## src/design/assert_macros.svh

```systemverilog
// assertion helpers used by the rtl file lva_core
`ifndef ASSERT_MACROS_SVH
`define ASSERT_MACROS_SVH

`ifndef SYNTHESIS
// property checked on every rising edge outside reset
`define ASSERT_PROP(lbl, clk, rst, prop, msg) \
  lbl: assert property (@(posedge clk) disable iff (rst) prop) else $error(msg);
// expression that must never be true outside reset
`define ASSERT_NEVER(lbl, clk, rst, expr, msg) \
  lbl: assert property (@(posedge clk) disable iff (rst) !(expr)) else $error(msg);
`else
`define ASSERT_PROP(lbl, clk, rst, prop, msg)
`define ASSERT_NEVER(lbl, clk, rst, expr, msg)
`endif

`endif

```

## src/design/lva_pkg.sv

```systemverilog
package lva_pkg;

  // default sizes
  localparam int VOICE_COUNT_DEF = 16;
  localparam int ZONE_SLOTS_DEF  = 6;

  // zone word: low note, high note, low vel, high vel (7 bits each)
  localparam int ZONE_WORD_W = 28;
  localparam logic [ZONE_WORD_W-1:0] ZONE_WORD_RESET = 28'd266354560;

  // configuration register indexes
  localparam logic [2:0] REG_ZONE_COUNT = 3'd0;
  localparam logic [2:0] REG_ZONE_WORD0 = 3'd1;

  // input function codes
  typedef enum logic [2:0] {
    FN_NOTE_ON    = 3'd0,
    FN_NOTE_OFF   = 3'd1,
    FN_ALL_OFF    = 3'd2,
    FN_VOICE_DONE = 3'd3,
    FN_CLEAR      = 3'd4
  } func_t;

  // result action codes
  typedef enum logic [2:0] {
    ACT_IGNORED = 3'd0,
    ACT_TAKE    = 3'd1,
    ACT_RETRIG  = 3'd2,
    ACT_STEAL   = 3'd3,
    ACT_RELEASE = 3'd4
  } action_t;

  // one result beat
  typedef struct packed {
    action_t     action;
    logic [3:0]  voice_index;
    logic [2:0]  zone_index;
    logic [6:0]  stolen_note;
    logic [15:0] release_mask;
  } result_t;

endpackage

```

## src/design/lva_ram.sv

```systemverilog
module lva_ram #(
  parameter int WIDTH = 8,
  parameter int DEPTH = 16
) (
  input  logic                     clk,
  input  logic                     we,
  input  logic [$clog2(DEPTH)-1:0] waddr,
  input  logic [WIDTH-1:0]         wdata,
  input  logic [$clog2(DEPTH)-1:0] raddr,
  output logic [WIDTH-1:0]         rdata
);

  logic [WIDTH-1:0] mem [DEPTH];

  // one write port, registered read
  always_ff @(posedge clk) begin
    if (we) begin
      mem[waddr] <= wdata;
    end
    rdata <= mem[raddr];
  end

endmodule

```

## src/design/lva_core.sv

```systemverilog
`include "assert_macros.svh"

module lva_core #(
  parameter int VOICE_COUNT = lva_pkg::VOICE_COUNT_DEF,
  parameter int ZONE_SLOTS  = lva_pkg::ZONE_SLOTS_DEF
) (
  input  logic                clk,
  input  logic                rst,
  input  logic                in_valid,
  output logic                in_ready,
  input  logic [2:0]          in_func,
  input  logic [6:0]          in_note,
  input  logic [6:0]          in_vel,
  input  logic [3:0]          in_done,
  input  logic [2:0]          zone_count,
  input  logic [ZONE_SLOTS-1:0][lva_pkg::ZONE_WORD_W-1:0] zone_words,
  input  logic                out_free,
  output logic                res_valid,
  output lva_pkg::result_t    res
);

  localparam int VIW = $clog2(VOICE_COUNT);
  localparam int ZIW = (ZONE_SLOTS > 1) ? $clog2(ZONE_SLOTS) : 1;
  localparam int MW  = (VOICE_COUNT > 16) ? VOICE_COUNT : 16;
  localparam int RW  = 7 + 32;
  localparam logic [VIW-1:0] LAST_VOICE = VIW'(VOICE_COUNT - 1);

  typedef enum logic [2:0] {S_IDLE, S_ZONE, S_SCAN, S_DECIDE, S_DONE} state_t;

  state_t state;

  // latched item
  logic [2:0] func;
  logic [6:0] note;
  logic [6:0] vel;

  // zone search and voice scan
  logic [ZIW-1:0] zi;
  logic           issuing;
  logic [VIW-1:0] ra;
  logic           chk_v;
  logic [VIW-1:0] chk_idx;
  logic           hit_found;
  logic [VIW-1:0] hit_idx;
  logic           free_found;
  logic [VIW-1:0] free_idx;
  logic [31:0]    min_stamp;
  logic [VIW-1:0] min_idx;
  logic [6:0]     min_note;
  logic [15:0]    mask;
  logic           any_rel;

  // voice state
  logic [VOICE_COUNT-1:0] busy;
  logic [31:0]            use_counter;

  // ram of note and stamp per voice
  logic           ram_we;
  logic [VIW-1:0] pick;
  logic [RW-1:0]  ram_wdata;
  logic [RW-1:0]  ram_rdata;
  logic [6:0]     rd_note;
  logic [31:0]    rd_stamp;

  lva_ram #(
    .WIDTH (RW),
    .DEPTH (VOICE_COUNT)
  ) u_voice_ram (
    .clk   (clk),
    .we    (ram_we),
    .waddr (pick),
    .wdata (ram_wdata),
    .raddr (ra),
    .rdata (ram_rdata)
  );

  assign rd_note  = ram_rdata[6:0];
  assign rd_stamp = ram_rdata[RW-1:7];

  // zone range check on the selected zone word
  logic [lva_pkg::ZONE_WORD_W-1:0] zw;
  logic [2:0]                      limit;
  logic                            zone_holds;
  logic                            zone_last;

  assign zw    = zone_words[zi];
  assign limit = (zone_count > 3'(ZONE_SLOTS)) ? 3'(ZONE_SLOTS) : zone_count;
  assign zone_holds = (note >= zw[6:0]) && (note <= zw[13:7]) &&
                      (vel >= zw[20:14]) && (vel <= zw[27:21]);
  assign zone_last  = (3'(zi) == (limit - 3'd1));

  // immediate checks on the incoming item
  logic [MW-1:0] busy_wide;
  logic [MW-1:0] busy_shift;
  logic          done_busy;

  assign busy_wide  = MW'(busy);
  assign busy_shift = busy_wide >> in_done;
  assign done_busy  = (32'(in_done) < VOICE_COUNT) && busy_shift[0];

  // result of the items answered without a scan
  lva_pkg::result_t idle_res;
  always_comb begin
    idle_res = '0;
    if ((in_func == lva_pkg::FN_ALL_OFF) || (in_func == lva_pkg::FN_CLEAR)) begin
      idle_res.action       = (|busy) ? lva_pkg::ACT_RELEASE : lva_pkg::ACT_IGNORED;
      idle_res.release_mask = busy_wide[15:0];
    end else if ((in_func == lva_pkg::FN_VOICE_DONE) && done_busy) begin
      idle_res.action       = lva_pkg::ACT_RELEASE;
      idle_res.release_mask = 16'(1) << in_done;
    end
  end

  // per-entry scan flags
  logic busy_i;
  logic note_eq;
  assign busy_i  = busy[chk_idx];
  assign note_eq = busy_i && (rd_note == note);

  // allocation choice after the scan
  lva_pkg::action_t act;
  always_comb begin
    priority if (hit_found) begin
      pick = hit_idx;
      act  = lva_pkg::ACT_RETRIG;
    end else if (free_found) begin
      pick = free_idx;
      act  = lva_pkg::ACT_TAKE;
    end else begin
      pick = min_idx;
      act  = lva_pkg::ACT_STEAL;
    end
  end

  assign ram_we    = (state == S_DECIDE) && (func == lva_pkg::FN_NOTE_ON);
  assign ram_wdata = {use_counter + 32'd1, note};

  assign in_ready  = (state == S_IDLE);
  assign res_valid = (state == S_DONE) && out_free;

  // sequencer
  always_ff @(posedge clk) begin
    if (rst) begin
      state       <= S_IDLE;
      busy        <= '0;
      use_counter <= '0;
      issuing     <= 1'b0;
      chk_v       <= 1'b0;
    end else begin
      unique case (state)
        S_IDLE: begin
          if (in_valid) begin
            func       <= in_func;
            note       <= in_note;
            vel        <= in_vel;
            zi         <= '0;
            ra         <= '0;
            chk_v      <= 1'b0;
            issuing    <= (in_func == lva_pkg::FN_NOTE_OFF);
            hit_found  <= 1'b0;
            free_found <= 1'b0;
            mask       <= '0;
            any_rel    <= 1'b0;
            res        <= idle_res;
            unique case (in_func)
              lva_pkg::FN_NOTE_ON: begin
                if (limit == 3'd0) begin
                  state <= S_DONE;
                end else begin
                  state <= S_ZONE;
                end
              end
              lva_pkg::FN_NOTE_OFF: begin
                state <= S_SCAN;
              end
              lva_pkg::FN_ALL_OFF, lva_pkg::FN_CLEAR: begin
                if (in_func == lva_pkg::FN_CLEAR) begin
                  busy <= '0;
                end
                state <= S_DONE;
              end
              lva_pkg::FN_VOICE_DONE: begin
                if (done_busy) begin
                  busy[VIW'(in_done)] <= 1'b0;
                end
                state <= S_DONE;
              end
              default: begin
                state <= S_DONE;
              end
            endcase
          end
        end

        S_ZONE: begin
          if (zone_holds) begin
            issuing <= 1'b1;
            state   <= S_SCAN;
          end else if (zone_last) begin
            state <= S_DONE;
          end else begin
            zi <= zi + ZIW'(1);
          end
        end

        S_SCAN: begin
          // address issue runs ahead of the check, which comes in the cycle after each issue
          if (issuing) begin
            ra <= ra + VIW'(1);
            if (ra == LAST_VOICE) begin
              issuing <= 1'b0;
            end
          end
          chk_v   <= issuing;
          chk_idx <= ra;
          if (chk_v) begin
            if (note_eq) begin
              any_rel <= 1'b1;
              mask    <= mask | (16'(1) << chk_idx);
              if (!hit_found) begin
                hit_found <= 1'b1;
                hit_idx   <= chk_idx;
              end
            end
            if (!busy_i && !free_found) begin
              free_found <= 1'b1;
              free_idx   <= chk_idx;
            end
            // running minimum of use stamps, lowest index wins ties
            if ((chk_idx == '0) || (rd_stamp < min_stamp)) begin
              min_stamp <= rd_stamp;
              min_idx   <= chk_idx;
              min_note  <= rd_note;
            end
            if (chk_idx == LAST_VOICE) begin
              state <= S_DECIDE;
            end
          end
        end

        S_DECIDE: begin
          if (func == lva_pkg::FN_NOTE_ON) begin
            use_counter      <= use_counter + 32'd1;
            busy[pick]       <= 1'b1;
            res.action       <= act;
            res.voice_index  <= 4'(pick);
            res.zone_index   <= 3'(zi);
            res.stolen_note  <= (act == lva_pkg::ACT_STEAL) ? min_note : 7'd0;
          end else begin
            res.action       <= any_rel ? lva_pkg::ACT_RELEASE : lva_pkg::ACT_IGNORED;
            res.release_mask <= mask;
          end
          state <= S_DONE;
        end

        S_DONE: begin
          if (out_free) begin
            state <= S_IDLE;
          end
        end

        default: begin
          state <= S_IDLE;
        end
      endcase
    end
  end

  // checks
  `ASSERT_PROP(a_scan_func, clk, rst, (state == S_SCAN) |-> (func == lva_pkg::FN_NOTE_ON || func == lva_pkg::FN_NOTE_OFF), "voice scan for a function that needs none")
  `ASSERT_PROP(a_steal_full, clk, rst, (state == S_DECIDE && func == lva_pkg::FN_NOTE_ON && !hit_found && !free_found) |-> (&busy), "steal chosen while a voice is free")
  `ASSERT_PROP(a_retrig_busy, clk, rst, (state == S_DECIDE && func == lva_pkg::FN_NOTE_ON && hit_found) |-> busy[hit_idx], "retrigger of a free voice")
  `ASSERT_PROP(a_stamp_step, clk, rst, (!$past(rst) && use_counter != $past(use_counter)) |-> ($past(state) == S_DECIDE && $past(func) == lva_pkg::FN_NOTE_ON), "use stamp moved outside a note on")

endmodule

```

## src/design/lru_voice_allocator.sv

```systemverilog
// input beat to result valid: a note on searches the zones in order and, on a match, scans
//   the voices one per cycle and decides; a note off scans and decides; an unmatched note
//   on ends after the zone search; all off, clear, voice done and unknown skip the scan
// throughput: one item at a time; the next beat is taken while the result waits in the
//   output register
// rst (synchronous, active high): voices free, stamp counter and zone count zero, full zones
module lru_voice_allocator #(
  parameter int VOICE_COUNT = lva_pkg::VOICE_COUNT_DEF,
  parameter int ZONE_SLOTS  = lva_pkg::ZONE_SLOTS_DEF
) (
  input  logic        clk,
  input  logic        rst,
  input  logic        s_tvalid,
  output logic        s_tready,
  input  logic [23:0] s_tdata,   // note_number[6:0], note_velocity[13:7], done_voice[17:14]
  input  logic [2:0]  s_tuser,   // func[2:0]
  output logic        m_tvalid,
  input  logic        m_tready,
  output logic [31:0] m_tdata,   // voice_index[3:0], zone_index[6:4], stolen_note[13:7],
                                 // release_mask[29:14]
  output logic [2:0]  m_tuser,   // action[2:0]
  input  logic        cfg_wen,
  input  logic [2:0]  cfg_index,
  input  logic [27:0] cfg_data
);

  localparam int ZIW = (ZONE_SLOTS > 1) ? $clog2(ZONE_SLOTS) : 1;
  localparam logic [3:0] ZONE_REG_END = 4'(32'(lva_pkg::REG_ZONE_WORD0) + ZONE_SLOTS);

  logic [2:0]                                      zone_count;
  logic [ZONE_SLOTS-1:0][lva_pkg::ZONE_WORD_W-1:0] zone_words;
  logic [2:0]                                      zone_sel;

  assign zone_sel = cfg_index - lva_pkg::REG_ZONE_WORD0;

  // configuration registers
  always_ff @(posedge clk) begin
    if (rst) begin
      zone_count <= '0;
      for (int i = 0; i < ZONE_SLOTS; i++) begin
        zone_words[i] <= lva_pkg::ZONE_WORD_RESET;
      end
    end else if (cfg_wen) begin
      if (cfg_index == lva_pkg::REG_ZONE_COUNT) begin
        zone_count <= cfg_data[2:0];
      end else if ({1'b0, cfg_index} < ZONE_REG_END) begin
        zone_words[ZIW'(zone_sel)] <= cfg_data;
      end
    end
  end

  logic             out_free;
  logic             res_valid;
  lva_pkg::result_t res;
  lva_pkg::result_t out_res;

  assign out_free = !m_tvalid || m_tready;

  lva_core #(
    .VOICE_COUNT (VOICE_COUNT),
    .ZONE_SLOTS  (ZONE_SLOTS)
  ) u_core (
    .clk        (clk),
    .rst        (rst),
    .in_valid   (s_tvalid),
    .in_ready   (s_tready),
    .in_func    (s_tuser),
    .in_note    (s_tdata[6:0]),
    .in_vel     (s_tdata[13:7]),
    .in_done    (s_tdata[17:14]),
    .zone_count (zone_count),
    .zone_words (zone_words),
    .out_free   (out_free),
    .res_valid  (res_valid),
    .res        (res)
  );

  // output register
  always_ff @(posedge clk) begin
    if (rst) begin
      m_tvalid <= 1'b0;
    end else if (res_valid) begin
      m_tvalid <= 1'b1;
    end else if (m_tready) begin
      m_tvalid <= 1'b0;
    end
  end

  always_ff @(posedge clk) begin
    if (res_valid) begin
      out_res <= res;
    end
  end

  assign m_tuser = out_res.action;
  assign m_tdata = {2'b00, out_res.release_mask, out_res.stolen_note,
                    out_res.zone_index, out_res.voice_index};

endmodule
```

## config.mk

```make
export PLATFORM = sky130hd
export DESIGN_NAME = lru_voice_allocator
export DESIGN_NICKNAME = d
export VERILOG_FILES = /design/src/design/lva_pkg.sv /design/src/design/lva_ram.sv /design/src/design/lva_core.sv /design/src/design/lru_voice_allocator.sv
export VERILOG_INCLUDE_DIRS = /design/src /design/src/design
export SDC_FILE = /design/constraint.sdc
export NUM_CORES = 1
export LEC_CHECK = 0
export BUFFER_PORTS_ARGS = -buffer_cell sky130_fd_sc_hd__clkbuf_2
export CAP_MARGIN = 20
export CORE_ASPECT_RATIO = 1.25
export CORE_MARGIN = 2
export CORE_UTILIZATION = 50
export DETAILED_ROUTE_END_ITERATION = 8
export GPL_TIMING_DRIVEN = 1
export PLACE_DENSITY_LB_ADDON = 0.1
export SLEW_MARGIN = 20
export SYNTH_ARGS = -nofsm -noshare
export SYNTH_HDL_FRONTEND = slang
export SYNTH_SLANG_ARGS = --single-unit
```

## constraint.sdc

```tcl
create_clock -name clk -period 10.12 [get_ports clk]
set_input_delay 2.53 -clock clk [delete_from_list [all_inputs] [get_ports clk]]
set_output_delay 2.53 -clock clk [all_outputs]
set_load 0.03 [all_outputs]
```

[Yosys cells after proc, flatten, opt, wreduce, memory -nomap -nowiden]
Memory sizes are Yosys's and may differ from the RTL's. A register that Yosys moved wholly into a read port is not among the register bits.
Cells that the tools add are included.
Operators by class
  shift-type cells: 3
  order comparisons: 15
  bitwise gates (word level): 7
  reduce and logical (&&, ||, !) cells: 49
  eq/ne operators: 29
  multiply operators: 0
  multiplexer cells: 71
  $add $sub $neg: 5
  divide/modulo/power cells: 0
Operator list (number)
  $bwmux 168: 1
  $mux 16: 10
  $pmux 16 s2: 3
  $bmux 28 s3: 1
  $demux 28 s3: 1
  $pmux 33 s2: 1
  $mux 28: 2
  $mux 3: 17
  $mux 33: 1
  $add 32x1->32 const B: 1
  $lt 32x32->1: 1
  $or 16x16->16: 2
  $shl 1x4->16 const A: 2
  $reduce_and 5->1: 5
  $reduce_and 4->1: 5
  $and 16x16->16: 1
  $mux 1: 16
  $mux 4: 4
  $not 16->16: 1
  $reduce_or 16->1: 1
  $shr 16x4->1: 1
  $eq 3x2->1 const B: 5
  $logic_not 3->1: 5
  $lt 4x5->1 const B: 3
  other kinds (40): 89
Storage, ports and cells
  bits of input ports: 63
  memory bits (read-only): 0
  bits in latches: 0
  bits in writable memories: 624
  memories kept: 1
  bits in registers: 388
Memories
  u_core.u_voice_ram.mem: depth 16, width 39, read ports 1, clocked after memory_dff 1, write ports 1, RTL line lva_ram.sv:13  | logic [WIDTH-1:0] mem [DEPTH];

[Longest topological paths before layout]
  depth after elaboration: 10
  depth in mapped cells: 14
  gate-level depth less buffers: 11

[Modules after synthesis]
Synthesis repeated with hierarchy kept, for this count alone.
Unflattened totals
  cells, all modules: 2712
  area, all modules: 42823.6 um^2
By module, submodules not included
  lva_ram: times used 1, area an instance 24185.7 um^2, cells an instance 1014
  lva_core: times used 1, area an instance 11086.9 um^2, cells an instance 1055
  lru_voice_allocator: times used 1, area an instance 7551.0 um^2, cells an instance 643

[Worst setup path after synthesis]
Ideal clock, no wire load.
  kind: input to register
  start: input rst
  end: register u_core.min_idx[0] (enable)
  cell stages on the path: 5
  setup slack: 5.254 ns
  arrival: 4.460 ns
  required time: 9.713 ns
  cells stage by stage: clkbuf_1 > nor2_1 > nand2_1 > nor3_1 > a32o_1
On the way
  word-level cells in the longest chain between the ends: 2
Ends and longest elaborated chain
  start, declared: RTL line lru_voice_allocator.sv:12  | input logic rst,
  $not 1->1 (no source line)
  $reduce_and 4->1 (no source line)
  end signal, assigned: RTL line lva_core.sv:232  | min_idx <= chk_idx;
  end, declared: RTL line lva_core.sv:48  | logic [VIW-1:0] min_idx;
No other way between the ends.
A chain may end at the register's enable or synchronous reset.

[Worst setup path in the final report]
  start: register u_core.zi[0]
  end: register u_core.zi[1] (enable)
On the way
  word-level cells in the longest chain between the ends: 8
Ends and longest elaborated chain
  start, declared: RTL line lva_core.sv:38  | logic [ZIW-1:0] zi;
  start signal, assigned: RTL line lva_core.sv:202  | zi <= zi + ZIW'(1);
  $bmux 28 s3: RTL line lva_core.sv:86  | assign zw = zone_words[zi];
  $mux 28 (implied by the code): RTL line lva_core.sv:86
  $ge 7x7->1 or $le 7x7->1 (tied branches): RTL line lva_core.sv:88  | assign zone_holds = (note >= zw[6:0]) && (note <= zw[13:7]) &&
  $logic_and 1x1->1 (2 in series): RTL line lva_core.sv:88
  $logic_and 1x1->1: RTL line lva_core.sv:89  | (vel >= zw[20:14]) && (vel <= zw[27:21]);
  $ne 2x2->1 (no source line)
  $reduce_and 5->1 (no source line) (*)
Mark *: on every way between the ends. The rest lies on a longest branch, timed or not. The select of a mux whose other input is x is not followed.

==> key figures <==
Run status
  – Outcome: completed

Pwr
  – Worst VDD drop: 0.156 mV
  – Overall power: about 0.01 W
  – Leakage power: around 16 nW
  – Power density over the cells: approximately 210 nW/um^2

Yosys
  – Post-synth top cells: edfxtp_1, nand2_1, dfxtp_1
  – Area leader, netlist: edfxtp_1
  – Cells after Synth: between 2000 and 3000
  – Seq/Total Area, Yosys: 0.683
  – FF+latch count, synth: approximately 1100
  – Distinct cells, synth: 63
  – Dominant cells by area after synthesis: edfxtp_1, dfxtp_1, mux4_2
  – Synth Cell Area: ~42000 um^2
  – Most common flop cell mapped by yosys: edfxtp_1
  – Share of the synthesized area in the top cell type: 0.558
  – Count leader, synth: edfxtp_1
  – Synth warn: 0
  – Post-synth EDFFs: between 700 and 800
  – Avg Inst Size Synth: 15.2 um^2
  – Fraction of registers with async set/reset: 0

Detailed routing
  – ANT nets after route: 0
  – Via count: between 20000 and 25000
  – DRT iter0 DRCs: between 1500 and 2000
  – Drt drc: 0
  – Initial DRT Pass Iterations: 7
  – Vias per cell: between 5 and 6
  – Final wirelength: 98.2 mm
  – Avg WL per Cell: 24.3 um

STA
  – Slew Limit Fails: 0
  – Final setup fails: 0
  – Worst slew pin tran: approximately 1.2 ns
  – Period Utilization, post-route: 0.470
  – Clock Skew: 0.0261 ns
  – Max frequency: 210 MHz
  – Tmin final: ~4.8 ns
  – TNS Setup: 0 ns
  – Relative slew slack: 0.226
  – RSZ-0062 raised after global routing: false
  – Final Hold Fails: 0

Worst setup path
  – Worst path max stage delay: roughly 0.6 ns
  – Startpoint Class: flop
  – Req. time, crit path: around 10 ns
  – CP max-delay cell: buf_4
  – CP arrival: 5.06 ns
  – CP endpoint kind: flop
  – Critical path, cell by cell: buf_4 -> buf_4 -> mux4_2 -> a21oi_1 -> ha_1 -> a21o_1 -> a21oi_1 -> a22oi_1 -> o211ai_1 -> nor2_1 -> a211oi_1
  – R2r setup slk: 5.37 ns
  – Worst Setup Path Type: flop to flop
  – Crit-path max FO: 29

Global routing
  – Gr usage total: 0.226
  – Grt total ovfl: 0
  – Initial antenna violation count: 3
  – Largest net degree at the start of global routing: about 160
  – Vias in the first global route: 24500
  – Wire length of the first global-routing pass: approximately 150 mm

Die
  – Site Rows: about 120
  – Die height: between 300 and 400 um
  – Die width: between 200 and 300 um
  – Initial Util: 0.504
  – Full die area: slightly below 90000 um^2
  – Io pins: 100
  – Core Region: about 84000 um^2

Clock tree
  – Clk root buf: clkbuf_16
  – Clock Sinks: approximately 1100
  – CTS tree: built
  – Latest clock arrival within the worst-skew pair: roughly 0.66 ns
  – Post-CTS Setup Inserts: 0
  – H-tree level count: 3
  – Num CTS Buffers: 100
  – Clock-pin slew on the worst setup and hold paths: ~0.06 ns
  – Post-cts sizing count: 0
  – Hold_buf cts: 0
  – Clk buf depth: 3

Cells and area
  – Area Growth Syn to Fin: 12.3%
  – Multi-input gate area: 12900 um^2
  – Post-Layout Cell Count: approximately 4000
  – Post-layout nets: ~3000
  – Post-route cell area: 47600 um^2
  – Fin util: 0.566
  – Layout cells sized above 1: 0.197
  – Fillers: approximately 6500
  – Reg area: about 29000 um^2

Placed design
  – Final HPWL DP: about 54 mm
  – Placed Instances: about 3900
  – Port bufs: between 90 and 100
  – Area after DPL: around 44000 um^2
  – Routability cong.: between 0.8 and 0.9

Run
  – Max Cap Viol: 0

Hold path
  – Worst Hold Class: flop to flop
-- sequential cells by signal, indices dropped and copies added (netlist names), 3 cells and up --
name,count
u_core.u_voice_ram.mem,624
zone_words,168
u_core.u_voice_ram.rdata,39
u_core.res,33
u_core.min_stamp,32
u_core.use_counter,32
m_tdata,30
u_core.busy,16
u_core.mask,16
u_core.min_note,7
u_core.note,7
u_core.vel,7
u_core.chk_idx,4
u_core.free_idx,4
u_core.hit_idx,4
u_core.min_idx,4
u_core.ra,4
m_tuser,3
u_core.func,3
u_core.state,3
u_core.zi,3
zone_count,3
-- final timing paths --
kind / endpoint / cells after the start / from
worst max register to register: u_core.zi[1]$_SDFFCE_PN0P_ / 11 / u_core.zi[0]$_SDFFCE_PN0P_
worst min register to register: m_tdata[22]$_DFFE_PP_ / 0 / u_core.res[8]$_DFFE_PP_
worst min-delay path: m_tdata[22]$_DFFE_PP_ / 0 / u_core.res[8]$_DFFE_PP_
worst max-delay path: u_core.zi[1]$_SDFFCE_PN0P_ / 11 / u_core.zi[0]$_SDFFCE_PN0P_
-- stage by stage --
step	setup slack, ns	hold slack, ns
after floorplan	5.25	0.400
after global placement	5.13	0.404
after detailed placement	5.02	0.406
after CTS	5.36	0.418
after global routing	5.02	0.422
final	5.37	0.416
-- critical path: cells and delay by family (launching register included) --
| kind | cells | cell delay, ns |
|---|---|---|
| multiplexers | 1 | 0.58 |
| flip-flops | 1 | 0.55 |
| AND/OR/NAND/NOR | 1 | 0.09 |
| AO/OA/AOI/OAI | 6 | 1.71 |
| adder cells (fa/ha/maj) | 1 | 0.33 |
| buffers and inverters | 2 | 1.10 |
-- cells in the final DEF, fill, tap and decap left out, types with 41 or more instances in the layout --
cell,count
clkbuf_2,91
a21oi_1,191
clkbuf_16,105
ha_1,66
edfxtp_1,787
nand2_1,426
inv_1,60
dfxtp_1,264
nor2_1,131
nand3b_1,85
buf_4,41
mux4_2,231
-- final cells by class --
class,count,area share
clock inverter,48,0.0104
antenna,1,0.0000526
clock buffer,136,0.0604
timing repair buffer,135,0.0172
tap,1089,0.0286
sequential,1051,0.608
inverter,60,0.00473
multi-input combinational,1528,0.271
-- cell families (layout without fill, tap and decap cells) --
kind of cell	after synthesis	after routing	synth area share
compound gates	291	291	0.0387
simple gates	828	828	0.0910
fa+ha+maj	66	66	0.0195
other cells	1	3	0.0000885
mux	267	267	0.132
buf+inv	214	379	0.0208
xor+xnor	74	74	0.0153
flops	1051	1051	0.683
-- where the power goes --
part	leakage, nW	switching [W]	internal (W)
registers	9.41	0.000139	0.00481
clock network	1.66	0.00157	0.00224
logic	5.28	0.000641	0.000461
-- metal layers --
layer,wire length (um),global-route usage,up-vias,part of all wire
li1,-,-,10700,-
met5,23,0,-,0.00023
met2,51400,0.403,646,0.52
met1,39500,0.284,12100,0.40
met4,2850,0.0839,4,0.029
met3,4430,0.0286,177,0.045
(Power assumes the default switching activity.)
